`src/sv/cwfb_pkg.sv`:
```
// Shared types, constants and CRC-15 helpers for the configuration frame builder.
package cwfb_pkg;

    localparam int QUEUE_DEPTH = 2;

    localparam logic [7:0]  OPCODE_WRCFG = 8'h01;
    localparam logic [7:0]  ADDR_BCAST   = 8'h00;
    localparam logic [15:0] CRC15_POLY   = 16'h4599;
    localparam logic [15:0] CRC15_SEED   = 16'd16;

    localparam logic [3:0] IDX_ADDR        = 4'd0;
    localparam logic [3:0] IDX_OPCODE      = 4'd1;
    localparam logic [3:0] IDX_HDR_PEC_HI  = 4'd2;
    localparam logic [3:0] IDX_HDR_PEC_LO  = 4'd3;
    localparam logic [3:0] IDX_DATA_FIRST  = 4'd4;
    localparam logic [3:0] IDX_DATA_PEC_HI = 4'd10;
    localparam logic [3:0] IDX_DATA_PEC_LO = 4'd11;
    localparam logic [3:0] IDX_LAST        = 4'd11;

    localparam int SETTINGS_DEPTH = 6;

    typedef enum logic [1:0] {
        CMD_SEND      = 2'd0,
        CMD_DEFAULTS  = 2'd1,
        CMD_DISCHARGE = 2'd2,
        CMD_UNUSED    = 2'd3
    } t_cmd;

    typedef struct packed {
        t_cmd        cmd;
        logic [7:0]  addr_byte;
        logic [11:0] bitmap;
        logic [7:0]  timeout;
    } t_job;

    typedef enum logic {
        BK_IDLE = 1'b0,
        BK_SEND = 1'b1
    } t_back_state;

    function automatic logic [15:0] crc15_entry(input logic [7:0] idx);
        logic [15:0] r;
        r = {1'b0, idx, 7'd0};
        for (int b = 0; b < 8; b++) begin
            if (r[14]) begin
                r = {r[14:0], 1'b0} ^ CRC15_POLY;
            end else begin
                r = {r[14:0], 1'b0};
            end
        end
        return r;
    endfunction

    function automatic logic [15:0] crc15_update(input logic [15:0] rem, input logic [7:0] d);
        logic [7:0] a;
        a = rem[14:7] ^ d;
        return {rem[7:0], 8'd0} ^ crc15_entry(a);
    endfunction

endpackage

```
`src/sv/cwfb_front.sv`:
```
// Front end: accepts commands, forms the address byte and queues the job.
module cwfb_front (
    input  logic              i_valid,
    output logic              o_stall,
    input  logic [1:0]        i_command,
    input  logic              i_to_all,
    input  logic [3:0]        i_chip_address,
    input  logic [11:0]       i_discharge_bitmap,
    input  logic [7:0]        i_timeout_bits,
    input  logic              i_full,
    output logic              o_push,
    output cwfb_pkg::t_job    o_job
);
    import cwfb_pkg::*;

    t_cmd w_cmd;

    assign w_cmd   = t_cmd'(i_command);
    assign o_stall = i_full;
    // drop the unused command code without queuing anything
    assign o_push  = i_valid && !i_full && (w_cmd != CMD_UNUSED);

    always_comb begin
        o_job.cmd     = w_cmd;
        o_job.bitmap  = i_discharge_bitmap;
        o_job.timeout = i_timeout_bits;
        if (i_to_all || (w_cmd == CMD_DEFAULTS)) begin
            o_job.addr_byte = ADDR_BCAST;
        end else begin
            o_job.addr_byte = {1'b1, i_chip_address, 3'd0};
        end
    end

endmodule

```
`src/sv/cwfb_queue.sv`:
```
// Short job queue between the front end and the frame sequencer.
module cwfb_queue #(
    parameter int DEPTH = cwfb_pkg::QUEUE_DEPTH
) (
    input  logic              i_clk,
    input  logic              i_rst_n,
    input  logic              i_push,
    input  cwfb_pkg::t_job    i_job,
    output logic              o_full,
    input  logic              i_pop,
    output cwfb_pkg::t_job    o_job,
    output logic              o_empty
);
    import cwfb_pkg::*;

    localparam int PW = (DEPTH > 1) ? $clog2(DEPTH) : 1;
    localparam int CW = $clog2(DEPTH + 1);

    t_job           r_mem [DEPTH];
    logic [PW-1:0]  r_wr;
    logic [PW-1:0]  r_rd;
    logic [CW-1:0]  r_count;
    logic [PW-1:0]  n_wr;
    logic [PW-1:0]  n_rd;
    logic [CW-1:0]  n_count;

    assign o_full  = (r_count == CW'(DEPTH));
    assign o_empty = (r_count == '0);
    assign o_job   = r_mem[r_rd];

    always_comb begin
        n_wr    = r_wr;
        n_rd    = r_rd;
        n_count = r_count;
        if (i_push) begin
            n_wr = (r_wr == PW'(DEPTH - 1)) ? '0 : r_wr + 1'b1;
        end
        if (i_pop) begin
            n_rd = (r_rd == PW'(DEPTH - 1)) ? '0 : r_rd + 1'b1;
        end
        unique case ({i_push, i_pop})
            2'b10:   n_count = r_count + 1'b1;
            2'b01:   n_count = r_count - 1'b1;
            default: n_count = r_count;
        endcase
    end

    always_ff @(posedge i_clk) begin
        if (!i_rst_n) begin
            r_wr    <= '0;
            r_rd    <= '0;
            r_count <= '0;
        end else begin
            r_wr    <= n_wr;
            r_rd    <= n_rd;
            r_count <= n_count;
        end
    end

    always_ff @(posedge i_clk) begin
        if (i_push) begin
            r_mem[r_wr] <= i_job;
        end
    end

endmodule

```
`src/sv/cwfb_back.sv`:
```
// Back end: applies the settings update and emits the twelve frame bytes with PECs.
module cwfb_back (
    input  logic              i_clk,
    input  logic              i_rst_n,
    input  cwfb_pkg::t_job    i_job,
    input  logic              i_job_valid,
    output logic              o_pop,
    output logic              o_valid,
    input  logic              i_stall,
    output logic [7:0]        o_frame_byte,
    output logic [3:0]        o_byte_index,
    output logic              o_last_byte
);
    import cwfb_pkg::*;

    t_back_state r_state;
    t_back_state n_state;

    logic [7:0]  r_settings [SETTINGS_DEPTH];
    logic [7:0]  n_settings [SETTINGS_DEPTH];
    logic [7:0]  r_addr_byte;
    logic [7:0]  n_addr_byte;
    logic [3:0]  r_idx;
    logic [3:0]  n_idx;
    logic [15:0] r_rem;
    logic [15:0] n_rem;

    logic        r_out_valid;
    logic        n_out_valid;
    logic [7:0]  r_out_byte;
    logic [7:0]  n_out_byte;
    logic [3:0]  r_out_index;
    logic [3:0]  n_out_index;
    logic        r_out_last;
    logic        n_out_last;

    logic        w_out_free;
    logic        w_advance;
    logic [2:0]  w_sel;
    logic [7:0]  w_byte;

    assign w_out_free = !r_out_valid || !i_stall;
    assign w_advance  = (r_state == BK_SEND) && w_out_free;
    assign w_sel      = 3'(r_idx - IDX_DATA_FIRST);

    always_comb begin
        n_state = r_state;
        unique case (r_state)
            BK_IDLE: begin
                if (i_job_valid) begin
                    n_state = BK_SEND;
                end
            end
            BK_SEND: begin
                if (w_out_free && (r_idx == IDX_LAST)) begin
                    n_state = BK_IDLE;
                end
            end
        endcase
    end

    always_comb begin
        unique case (r_idx)
            IDX_ADDR:        w_byte = r_addr_byte;
            IDX_OPCODE:      w_byte = OPCODE_WRCFG;
            IDX_HDR_PEC_HI,
            IDX_DATA_PEC_HI: w_byte = r_rem[14:7];
            IDX_HDR_PEC_LO,
            IDX_DATA_PEC_LO: w_byte = {r_rem[6:0], 1'b0};
            default:         w_byte = r_settings[w_sel];
        endcase
    end

    always_comb begin
        o_pop       = (r_state == BK_IDLE) && i_job_valid;
        n_settings  = r_settings;
        n_addr_byte = r_addr_byte;
        n_idx       = r_idx;
        n_rem       = r_rem;
        n_out_valid = r_out_valid && i_stall;
        n_out_byte  = r_out_byte;
        n_out_index = r_out_index;
        n_out_last  = r_out_last;
        if (o_pop) begin
            n_addr_byte = i_job.addr_byte;
            n_idx       = IDX_ADDR;
            n_rem       = CRC15_SEED;
            unique case (i_job.cmd)
                CMD_DEFAULTS: begin
                    n_settings[0] = 8'hFF;
                    for (int k = 1; k < SETTINGS_DEPTH; k++) begin
                        n_settings[k] = 8'h00;
                    end
                end
                CMD_DISCHARGE: begin
                    n_settings[4] = i_job.bitmap[7:0];
                    n_settings[5] = {4'd0, i_job.bitmap[11:8]} | i_job.timeout;
                end
                default: begin
                end
            endcase
        end
        if (w_advance) begin
            n_out_valid = 1'b1;
            n_out_byte  = w_byte;
            n_out_index = r_idx;
            n_out_last  = (r_idx == IDX_LAST);
            n_idx       = r_idx + 1'b1;
            unique case (r_idx)
                IDX_HDR_PEC_LO:  n_rem = CRC15_SEED;
                IDX_HDR_PEC_HI,
                IDX_DATA_PEC_HI,
                IDX_DATA_PEC_LO: n_rem = r_rem;
                default:         n_rem = crc15_update(r_rem, w_byte);
            endcase
        end
    end

    always_ff @(posedge i_clk) begin
        if (!i_rst_n) begin
            r_state     <= BK_IDLE;
            r_out_valid <= 1'b0;
            for (int k = 0; k < SETTINGS_DEPTH; k++) begin
                r_settings[k] <= 8'h00;
            end
        end else begin
            r_state     <= n_state;
            r_out_valid <= n_out_valid;
            r_settings  <= n_settings;
        end
    end

    always_ff @(posedge i_clk) begin
        r_addr_byte <= n_addr_byte;
        r_idx       <= n_idx;
        r_rem       <= n_rem;
        r_out_byte  <= n_out_byte;
        r_out_index <= n_out_index;
        r_out_last  <= n_out_last;
    end

    assign o_valid      = r_out_valid;
    assign o_frame_byte = r_out_byte;
    assign o_byte_index = r_out_index;
    assign o_last_byte  = r_out_last;

endmodule

```
`src/sv/config_write_frame_builder.sv`:
```
// Top level of the write-configuration frame builder.
// First beat: the job is queued, popped by the sequencer, then its byte registered out.
// Per command: one queue pop, then 12 byte beats, one a cycle while i_stall is low;
// no new job is popped before the last beat; the unused command code emits no beats.
// Reset: synchronous, active low; clears the queue, the sequencer and the six settings bytes.
module config_write_frame_builder #(
    parameter int QUEUE_DEPTH = cwfb_pkg::QUEUE_DEPTH
) (
    input  logic        i_clk,
    input  logic        i_rst_n,
    input  logic        i_valid,
    output logic        o_stall,
    input  logic [1:0]  i_command,
    input  logic        i_to_all,
    input  logic [3:0]  i_chip_address,
    input  logic [11:0] i_discharge_bitmap,
    input  logic [7:0]  i_timeout_bits,
    output logic        o_valid,
    input  logic        i_stall,
    output logic [7:0]  o_frame_byte,
    output logic [3:0]  o_byte_index,
    output logic        o_last_byte
);
    import cwfb_pkg::*;

    logic w_push;
    logic w_full;
    logic w_pop;
    logic w_empty;
    t_job w_push_job;
    t_job w_head_job;

    cwfb_front u_front (
        .i_valid            (i_valid),
        .o_stall            (o_stall),
        .i_command          (i_command),
        .i_to_all           (i_to_all),
        .i_chip_address     (i_chip_address),
        .i_discharge_bitmap (i_discharge_bitmap),
        .i_timeout_bits     (i_timeout_bits),
        .i_full             (w_full),
        .o_push             (w_push),
        .o_job              (w_push_job)
    );

    cwfb_queue #(
        .DEPTH (QUEUE_DEPTH)
    ) u_queue (
        .i_clk   (i_clk),
        .i_rst_n (i_rst_n),
        .i_push  (w_push),
        .i_job   (w_push_job),
        .o_full  (w_full),
        .i_pop   (w_pop),
        .o_job   (w_head_job),
        .o_empty (w_empty)
    );

    cwfb_back u_back (
        .i_clk        (i_clk),
        .i_rst_n      (i_rst_n),
        .i_job        (w_head_job),
        .i_job_valid  (!w_empty),
        .o_pop        (w_pop),
        .o_valid      (o_valid),
        .i_stall      (i_stall),
        .o_frame_byte (o_frame_byte),
        .o_byte_index (o_byte_index),
        .o_last_byte  (o_last_byte)
    );

    a_last_at_end: assert property (@(posedge i_clk) disable iff (!i_rst_n)
        o_valid |-> (o_last_byte == (o_byte_index == IDX_LAST)))
        else $error("last byte flag does not match byte index");

    a_beats_in_order: assert property (@(posedge i_clk) disable iff (!i_rst_n)
        o_valid && !i_stall && !o_last_byte |=>
            o_valid && (o_byte_index == $past(o_byte_index) + 4'd1))
        else $error("frame beats not contiguous");

    a_no_overflow: assert property (@(posedge i_clk) disable iff (!i_rst_n)
        w_full |-> !w_push)
        else $error("job pushed into full queue");

    a_no_underflow: assert property (@(posedge i_clk) disable iff (!i_rst_n)
        w_empty |-> !w_pop)
        else $error("job popped from empty queue");

endmodule
```
`config.mk`:
```
export PLATFORM = sky130hd
export DESIGN_NAME = config_write_frame_builder
export DESIGN_NICKNAME = d
export VERILOG_FILES = /design/src/sv/cwfb_pkg.sv /design/src/sv/cwfb_front.sv /design/src/sv/cwfb_queue.sv /design/src/sv/cwfb_back.sv /design/src/sv/config_write_frame_builder.sv
export SDC_FILE = /design/constraint.sdc
export NUM_CORES = 1
export LEC_CHECK = 0
export BUFFER_PORTS_ARGS = -buffer_cell sky130_fd_sc_hd__clkbuf_2
export CAP_MARGIN = 20
export CORE_ASPECT_RATIO = 1.25
export CORE_MARGIN = 4
export CORE_UTILIZATION = 40
export DETAILED_ROUTE_END_ITERATION = 7
export GPL_TIMING_DRIVEN = 1
export MAX_ROUTING_LAYER = met4
export PLACE_DENSITY = 0.61
export SETUP_SLACK_MARGIN = 0.02
export SYNTH_ARGS = -nofsm -noshare
export SYNTH_HDL_FRONTEND = slang
export SYNTH_SLANG_ARGS = --single-unit
export TNS_END_PERCENT = 50
```
`constraint.sdc`:
```
create_clock -name i_clk -period 3.33 [get_ports i_clk]
set_clock_uncertainty 0.1 [all_clocks]
set_input_delay 0.666 -clock i_clk [delete_from_list [all_inputs] [get_ports i_clk]]
set_output_delay 0.666 -clock i_clk [all_outputs]
set_load 0.02 [all_outputs]
```
# Word-level counts from Yosys, hierarchy flattened
# Memory sizes are Yosys's and may differ from the RTL's. A register that Yosys moved wholly into a read port is not among the register bits.
# Index checks and enable logic that the tools add are counted.
# op_classes
n_eq_ne,13
shift,0
bitwise_logic,13
n_mul,0
n_div,0
addsub,6
mux,46
reduce_logical,24
magnitude_cmp,1
# op_table
cell,n
15-bit two-way mux,26
7-bit NOT,8
16-bit one-hot mux with 2 select lines,1
8-bit one-hot mux with 4 select lines,1
15-bit one-hot mux with 2 select lines,1
8-bit binary-select mux with 3-bit select,1
8-bit two-way mux,3
15-bit bitwise XOR,1
1-bit two-way mux,9
4-bit by 2-bit == test with 1-bit output (second input constant),2
4-bit == test (second input constant),2
4-bit two-way mux,2
4-bit by 8-bit OR with 8-bit output,1
8-bit bitwise XOR,1
2-bit by 1-bit == test with 1-bit output (second input constant),3
2-bit == test (second input constant),3
1-bit logical AND,6
2-bit AND reduction,3
2-bit nonzero test,3
4-bit by 1-bit adder with 4-bit output (second input constant),1
4-bit by 1-bit == test with 1-bit output (second input constant),1
4-bit greater-or-equal comparator (second input constant),1
1-bit logical NOT,4
4-bit logical NOT,1
other kinds (14),18
# totals
in_bits,31
memories,1
latch_bits,0
wordCells,118
rom_bits,0
mem_bits_rw,60
register_bits,63
# memory_table
name,words,word_bits,rd,rd_ports_with_merged_regs,wr,line,text
u_queue.r_mem,2,30,1,1,1,cwfb_queue.sv:19,t_job r_mem [DEPTH];

# Longest topological paths before layout
# Gate-level depths: netlist of run 1.
# logic_depth
depth_word,42
ltp_mapped,12

# By module
# From an unflattened synthesis of run 1, not the netlist that was laid out.
# hier_totals
cells_unflattened,420
hier_area_um2,5779.3
# by_module_without_submodules
module,seq_area_each_um2,cells_each,instances,area_each_um2
cwfb_back,1581.5,269,1,3146.8
cwfb_queue,1901.8,115,1,2371.0
cwfb_front,0.0,35,1,257.7
config_write_frame_builder,0.0,1,1,3.8

# Least setup slack after synthesis of run 1
# No wires, ideal clock.
# synth_timing
path_type,reg2reg
start,reg u_back.r_idx[0]
end,"reg u_back.r_rem[10], data pin"
stages_incl_launch_ff,13
arrival_ns,3.124
n_path_buf,2
setup_ns,0.266
synth_period_minus_slack_ns,3.490
setup_slack_ns,-0.160
cell_sequence,edfxtp_1 -> buf_4 -> inv_1 -> ha_1 -> buf_2 -> nor2_1 -> o221a_4 -> a221o_2 -> xor2_4 -> xnor2_2 -> xnor3_2 -> xnor3_1 -> nor2_1
# synth_via
elab_chain_cells,38
elab_cells_between_ends,51
cone_classes,add/sub: 1; eq/ne: 5; mux: 30; bitwise: 11; reduce/logical: 4
# synth_lines
element,line,text
from (decl),cwfb_back.sv:23,logic [3:0] r_idx;
from (signal assigned),cwfb_back.sv:135,r_idx <= n_idx;
3-bit subtractor,cwfb_back.sv:44,assign w_sel = 3'(r_idx - IDX_DATA_FIRST);
3-bit NOT with 4-bit output (implied by the code),cwfb_back.sv:70,default: w_byte = r_settings[w_sel];
8-bit binary-select mux with 3-bit select,cwfb_back.sv:70,
8-bit two-way mux (implied by the code) (2 in a row),cwfb_back.sv:70,
8-bit one-hot mux with 4 select lines *,cwfb_back.sv:63,unique case (r_idx)
via u_back.w_byte[6],cwfb_back.sv:40,logic [7:0] w_byte;
8-bit bitwise XOR *,cwfb_pkg.sv:56,a = rem[14:7] ^ d;
7-bit NOT (no line),--,
(+22 left out),--,
15-bit two-way mux *,cwfb_back.sv:103,if (w_advance) begin
7-bit NOT (no line),--,
15-bit two-way mux *,cwfb_pkg.sv:45,if (r[14]) begin
15-bit two-way mux *,cwfb_back.sv:109,unique case (r_idx)
15-bit two-way mux *,cwfb_back.sv:103,
15-bit bitwise XOR *,cwfb_pkg.sv:57,"return {rem[7:0], 8'd0} ^ crc15_entry(a);"
15-bit one-hot mux with 2 select lines *,cwfb_back.sv:109,
15-bit two-way mux *,cwfb_back.sv:103,
to (signal assigned),cwfb_back.sv:136,r_rem <= n_rem;
to (decl),cwfb_back.sv:25,logic [15:0] r_rem;
# The timed path passes the listed nets; every way through them passes the cells marked *. The select of a mux whose other input is x is not followed.
# A chain may end at the register's enable or synchronous reset.

# Worst setup path after layout of run 1
# layout_timing
start,reg u_back.r_idx[0]
end,"reg u_back.r_rem[14], data pin"
# layout_via
elab_chain_cells,37
elab_cells_between_ends,51
cone_classes,add/sub: 1; eq/ne: 5; mux: 30; bitwise: 11; reduce/logical: 4
# layout_lines
element,line
3-bit subtractor,cwfb_back.sv:44
3-bit NOT with 4-bit output (implied by the code),cwfb_back.sv:70
8-bit binary-select mux with 3-bit select,cwfb_back.sv:70
8-bit two-way mux (implied by the code) (2 in a row),cwfb_back.sv:70
8-bit one-hot mux with 4 select lines *,cwfb_back.sv:63
via u_back.w_byte[6],cwfb_back.sv:40
8-bit bitwise XOR *,cwfb_pkg.sv:56
7-bit NOT (no line),--
(+21 left out),--
15-bit two-way mux *,cwfb_back.sv:103
7-bit NOT (no line),--
15-bit two-way mux *,cwfb_pkg.sv:45
15-bit two-way mux *,cwfb_back.sv:109
15-bit two-way mux *,cwfb_back.sv:103
15-bit bitwise XOR *,cwfb_pkg.sv:57
15-bit one-hot mux with 2 select lines *,cwfb_back.sv:109
15-bit two-way mux *,cwfb_back.sv:103
# Marks and branches as above.

==> results.toml, run 1 <==
[routing]
wl_per_cell_um = 15.21
ant_nets = 0
dr_total_vias = 3082
routed_via_density = 4.869
met2RoutedLength_um = 4963
top_layer = "met4"
drt-pass1-iter-count = 4
wl_um = 9627
drc_errors = 0
drt_iter0_drc = 105
dr_wl_met3_um = 411
wl_met1_um = 4010

[worst_setup_path]
cp_slowest_cell = "a221o_2"
crit_top_cell = "nor2_1"
worstPathArrival_ns = 3.19
reg2reg_to = "u_back.r_rem[14]"
max_stage_delay_ns = 0.42
start_kind = "flip-flop"
worstSetupPathType = "flip-flop to flip-flop"
critPathCaptureType = "flip-flop"
reg2reg_from = "u_back.r_idx[0]"
critical_path.cell_chain = "buf_4 -> ha_1 -> nor2_1 -> o221a_4 -> a221o_2 -> xor2_4 -> xnor2_2 -> xnor3_2 -> xnor3_1 -> nor2_1"
rrSetupSlack_ns = 0.19
crit_fanout = 13
reg2reg_depth = 10
critPathRequiredTime_ns = 3.38

[clock_tree]
cts_sinks = 115
clock_latency_ns = 0.41
postCtsHoldBufs = 0
cts_htree_levels = 4
numCtsBuffers = 17
cts_buffer_depth = 2
cts_tree = "built"
cts-root-buf = "clkbuf_16"
clk_pin_slew_ns = 0.05

[synthesis]
yosysWarnings = 0
synth_area_per_cell_sq_um = 13.38
async_flop_share_pct = 0
synth.ff_latch_count = 115
synthDistinctLibCells = 49
ys_top_cells_by_area = "edfxtp_1, dfxtp_1, xnor2_1"
ys_seq_area_share_pct = 62.07
syn_nets = 425
synth_top_cell_area_share_pct = 52.79
syn_inst = 387
synth_flop_cell = "edfxtp_1"
synth_area_sq_um = 5176
synth_edf_count = 91
yosysTopAreaCell = "edfxtp_1"

[global_route]
antenna_found_initial = 0
grt_remaining_overflow = 0
grt_pass1_wl_um = 15920
grt_usage_pct = 15.04
grt_pass1_vias = 3104
grt_max_degree = 25

[finish]
layoutNonFillerInstCount = 633
nets = 490
antennaDiodeCount = 0
layout_common_cells = "edfxtp_1, clkbuf_2, xnor2_1, nor2_1, dfxtp_1"
drive_gt1_share_pct = 28.60
synthToLayoutAreaGrowth_pct = 20.06
final_common_cell = "edfxtp_1"

[sta]
final.setup.tns_ns = 0
finalHoldViolations = 0
slew_headroom_pct = 61.59
worstMarginPinSlew_ns = 0.5723
min_period_over_period_pct = 94.33
fmax_mhz = 318.4
final-setup-viol-count = 0
finalCriticalPeriod_ns = 3.141
rsz0062_at_grt = "no"
slew_viol_final = 0

[placement]
routabilityCongestion = 0.8830
place_inst = 599
place_hpwl_um = 7062
portBuffers = 45

[outcome]
status = "finished clean"

[worst_hold_path]
worst_hold_path.endpoint = "u_queue.r_mem[1][19]"
min-delay-start = "i_discharge_bitmap[11]"
min_path_type = "input pin to flip-flop"
whs_path_depth = 1

[floorplanning]
start_util_pct = 40.88
core_area_sq_um = 12660
dieArea_sq_um = 14840
die_width_um = 109.7
rows = 46
die_y_um = 135.2
ios = 46

[job]
maxCapViolations = 0
## worst max path at each step
| stage | slack (ns) | cells after the start | to | startpoint |
|---|---|---|---|---|
| floorplan | 0.09 | 12 | u_back.r_rem[14] | u_back.r_idx[0] |
| global placement | 0.20 | 10 | u_back.r_rem[10] | u_back.r_idx[1] |
| detailed placement | 0.06 | 10 | u_back.r_rem[10] | u_back.r_idx[1] |
| CTS | 0.05 | 10 | u_back.r_rem[10] | u_back.r_idx[1] |
| global route | 0.04 | 9 | u_back.r_rem[14] | u_back.r_idx[2] |
| finish | 0.19 | 10 | u_back.r_rem[14] | u_back.r_idx[0] |
## per-layer routing
metal / vias to the layer above / track usage (%)
met2: 72 / 23.73
met4: 0 / 6.999
met3: 23 / 4.673
met5: - / -
li1: 1527 / -
met1: 1460 / 17.45
## final cells by class
| class | count | area, sq um |
|---|---|---|
| sequential | 115 | 3213 |
| multi-input combinational | 242 | 1839 |
| clock inverter | 15 | 110.1 |
| clock buffer | 17 | 425.4 |
| inverter | 12 | 45.04 |
| fill | 1157 | 6447 |
| timing repair buffer | 64 | 371.6 |
| tap | 168 | 210.2 |
## through the flow
step	hold WS (ns)	util [%]	instance area (sq um)	worst slack, ns
detailed placement	0.3550	44.67	5657	0.06365
global placement	0.3539	44.59	5645	0.2009
CTS	0.3164	48.90	6192	0.04565
finish	0.3357	49.08	6215	0.1889
global route	0.3222	49.08	6215	0.03740
floorplan	0.3385	-	5182	0.09333
## state kept, by name, indices dropped and copies added, names as in the netlist, named ones only
register / cells
u_queue.r_wr: 1
u_back.o_last_byte: 1
u_queue.r_mem: 54
u_back.o_frame_byte: 8
u_queue.r_count: 2
u_back.o_byte_index: 4
u_queue.r_rd: 1
u_back.o_valid: 1
u_back.r_addr_byte: 5
u_back.r_rem: 15
u_back.r_idx: 4
u_back.r_state: 1
u_back.r_settings: 17
## repair_timing
action                                  in CTS  in global routing
buffers inserted                             0                  2
gates resized for setup                      0                  2
endpoints found under the setup margin       0                  5
endpoints found under the hold margin        0                  0
## synth_stat cells (2+ instances only)
library cell,count
and2_1,8
a21oi_1,9
a221o_1,2
nand2_1,23
nor3_1,5
xnor2_1,31
xnor2_2,2
or3_1,2
o2bb2ai_1,2
inv_1,12
xnor3_1,2
a221o_2,3
buf_2,2
ha_1,7
dfxtp_1,24
a21boi_0,17
xor2_1,10
o22ai_1,2
o21ai_0,8
mux2_2,18
nor2b_1,5
a22oi_1,7
mux2i_1,9
xnor2_4,2
nor2_1,31
clkbuf_1,11
or2_2,3
nand3_1,18
buf_1,2
edfxtp_1,91
## cells by family (layout without fill, tap and decap cells)
kind of cell / count (synthesis) / after routing / synth area share (%)
multiplexers: 27 / 27 / 5.656
adder cells (fa/ha/maj): 7 / 7 / 1.692
XOR/XNOR: 50 / 50 / 10.80
AND/OR/NAND/NOR: 101 / 101 / 9.113
buffers and inverters: 30 / 108 / 2.635
flip-flops: 115 / 115 / 62.07
AO/OA/AOI/OAI: 57 / 57 / 8.025
## worst max-delay path: cells and delay by family, from the launching register on
kind / cells / cell delay (ns)
AND/OR/NAND/NOR: 2 / 0.10
flip-flops: 1 / 0.41
buffers and inverters: 1 / 0.24
adder cells (fa/ha/maj): 1 / 0.19
AO/OA/AOI/OAI: 2 / 0.68
XOR/XNOR: 4 / 1.15
Power of run 1 is left out: the tool's default activity adds up to more than one toggle a clock period on the data nets, which glitch-free logic cannot reach.
==> run 2, diff against run 1 <==
Settings changed: SETUP_SLACK_MARGIN 0.02 to 0.4.
==> run 2 against run 1 <==
Die area did not move. Worst hold slack improved by 0.020 ns. Via count rose by 2.7%. Final area rose by 3.4%. Setup slack improved by 0.094 ns. Global-route usage rose by 0.64 points.
==> results.toml, run 2 (same netlist as run 1, synthesis figures left out) <==
[outcome]
status = "finished clean"

[finish]
n_fill_cell = 1081
regMostFlops = "u_queue.r_mem"
layout_common_cells = "edfxtp_1, clkbuf_2, nor2_1, xnor2_1, dfxtp_1"
final_common_cell = "edfxtp_1"
largest_reg_flops = 54
antennaDiodeCount = 0
drive_gt1_share_pct = 31.42
ff_latch_area_sq_um = 3213
reg_top3 = "u_queue.r_mem: 54 flops, u_back.r_settings: 17 flops, u_back.r_rem: 15 flops"
synthToLayoutAreaGrowth_pct = 24.20
nets = 496
multi_input_area_sq_um = 1936

[worst_setup_path]
reg2reg_from = "u_back.r_idx[0]"
critical_path.cell_chain = "ha_2 -> buf_4 -> a22oi_1 -> nor2_1 -> a221o_1 -> xor2_2 -> buf_6 -> xnor2_2 -> xnor2_1 -> xnor3_1 -> nor2_1"
max_stage_delay_ns = 0.51
rrSetupSlack_ns = 0.28
worstPathArrival_ns = 3.21
reg2reg_to = "u_back.r_rem[14]"
cp-startpoint = "u_back.r_idx[0]"
start_kind = "flip-flop"
reg2reg_depth = 11
critPathRequiredTime_ns = 3.50
cp_slowest_cell = "edfxtp_1"
setup.worst_path.end = "u_back.r_rem[14]"
crit_top_cell = "nor2_1"
worstSetupPathType = "flip-flop to flip-flop"
crit_fanout = 8
critPathCaptureType = "flip-flop"

[sta]
final.setup.tns_ns = 0
worstMarginPinSlew_ns = 0.5575
finalHoldViolations = 0
worst_slack_ns = 0.2833
final-setup-viol-count = 0
rsz0062_at_grt = "yes"
min_period_over_period_pct = 91.49
slew_headroom_pct = 62.59
fmax_mhz = 328.2
fin_hold_ws_ns = 0.3558
finalCriticalPeriod_ns = 3.047
slew_viol_final = 0

[clock_tree]
numCtsBuffers = 17
clk_pin_slew_ns = 0.05
cts_sinks = 115
cts_buffer_depth = 2
cts_htree_levels = 4
cts-root-buf = "clkbuf_16"
clock_latency_ns = 0.40
postCtsHoldBufs = 0
cts_tree = "built"

[global_route]
grt_max_degree = 26
grt_pass1_wl_um = 16840
antenna_found_initial = 0
grt_pass1_vias = 3279
grt_remaining_overflow = 0
grt_usage_pct = 15.68

[floorplanning]
rows = 46
dieArea_sq_um = 14840
die_y_um = 135.2
core_area_sq_um = 12660
start_util_pct = 40.88
ios = 46
die_width_um = 109.7

[routing]
dr_total_vias = 3165
routed_via_density = 4.953
wl_per_cell_um = 16.39
drc_errors = 0
ant_nets = 0
drt_iter0_drc = 143
drt-pass1-iter-count = 5
wl_um = 10470

[placement]
place_hpwl_um = 7219
portBuffers = 45
place_ws_ns = 0.1180
routabilityCongestion = 0.8904

[worst_hold_path]
min_path_type = "input pin to flip-flop"

[job]
maxCapViolations = 0
## run 2: repair_timing
action,in CTS,in global routing
pin swaps,9,1
setup endpoints to repair,10,12
gates resized for setup,10,3
setup buffers,8,3
## run 2: worst max-delay path, delay by kind of cell (launching register included)
family                     cells  cell delay (ns)
buffers and inverters          2             0.34
and+or+nand+nor                2             0.15
AOI/OAI and AO/OA              2             0.50
xor gates and xnor gates       4             1.02
adders and majority gates      1             0.29
DFF                            1             0.51
## run 2: worst min-delay path by stage
stage                          start                     to  cells after the start
2_1_floorplan   u_back.r_settings[8]   u_back.r_settings[8]                      2
3_3_place_gp   u_back.r_settings[15]  u_back.r_settings[15]                      2
3_5_place_dp   u_back.r_settings[15]  u_back.r_settings[15]                      2
4_1_cts        i_discharge_bitmap[9]   u_queue.r_mem[0][17]                      1
5_1_grt            i_timeout_bits[4]    u_queue.r_mem[1][4]                      1
6_report       i_discharge_bitmap[9]   u_queue.r_mem[0][17]                      1
## run 2: final cells by class
type,count,area share [%]
clock buffers,21,6.851
clock inverters,11,2.121
inverters,12,0.7396
multi-input cells,242,30.11
flip-flops and latches,115,49.98
well taps,168,3.270
repair buffers,70,6.929
## run 2: layer usage
layer / part of all wire (%) / wire (um) / global-route usage [%] / vias up
li1: - / - / - / 1539
met1: 41 / 4287 / 18.46 / 1521
met2: 53 / 5553 / 25.73 / 90
met4: 1.5 / 155 / 5.683 / 0
met3: 4.5 / 476 / 4.196 / 15
met5: 0 / 0 / - / -
## run 2: metrics by stage
stage | instance area [sq um] | util, % | std cells
after floorplan | 5216 | - | 387
after global placement | 5653 | 44.64 | 595
after detailed placement | 5664 | 44.73 | 596
after CTS | 6396 | 50.51 | 636
after global routing | 6429 | 50.77 | 639
final | 6429 | 50.77 | 639
Power of run 2 is left out for the same reason.
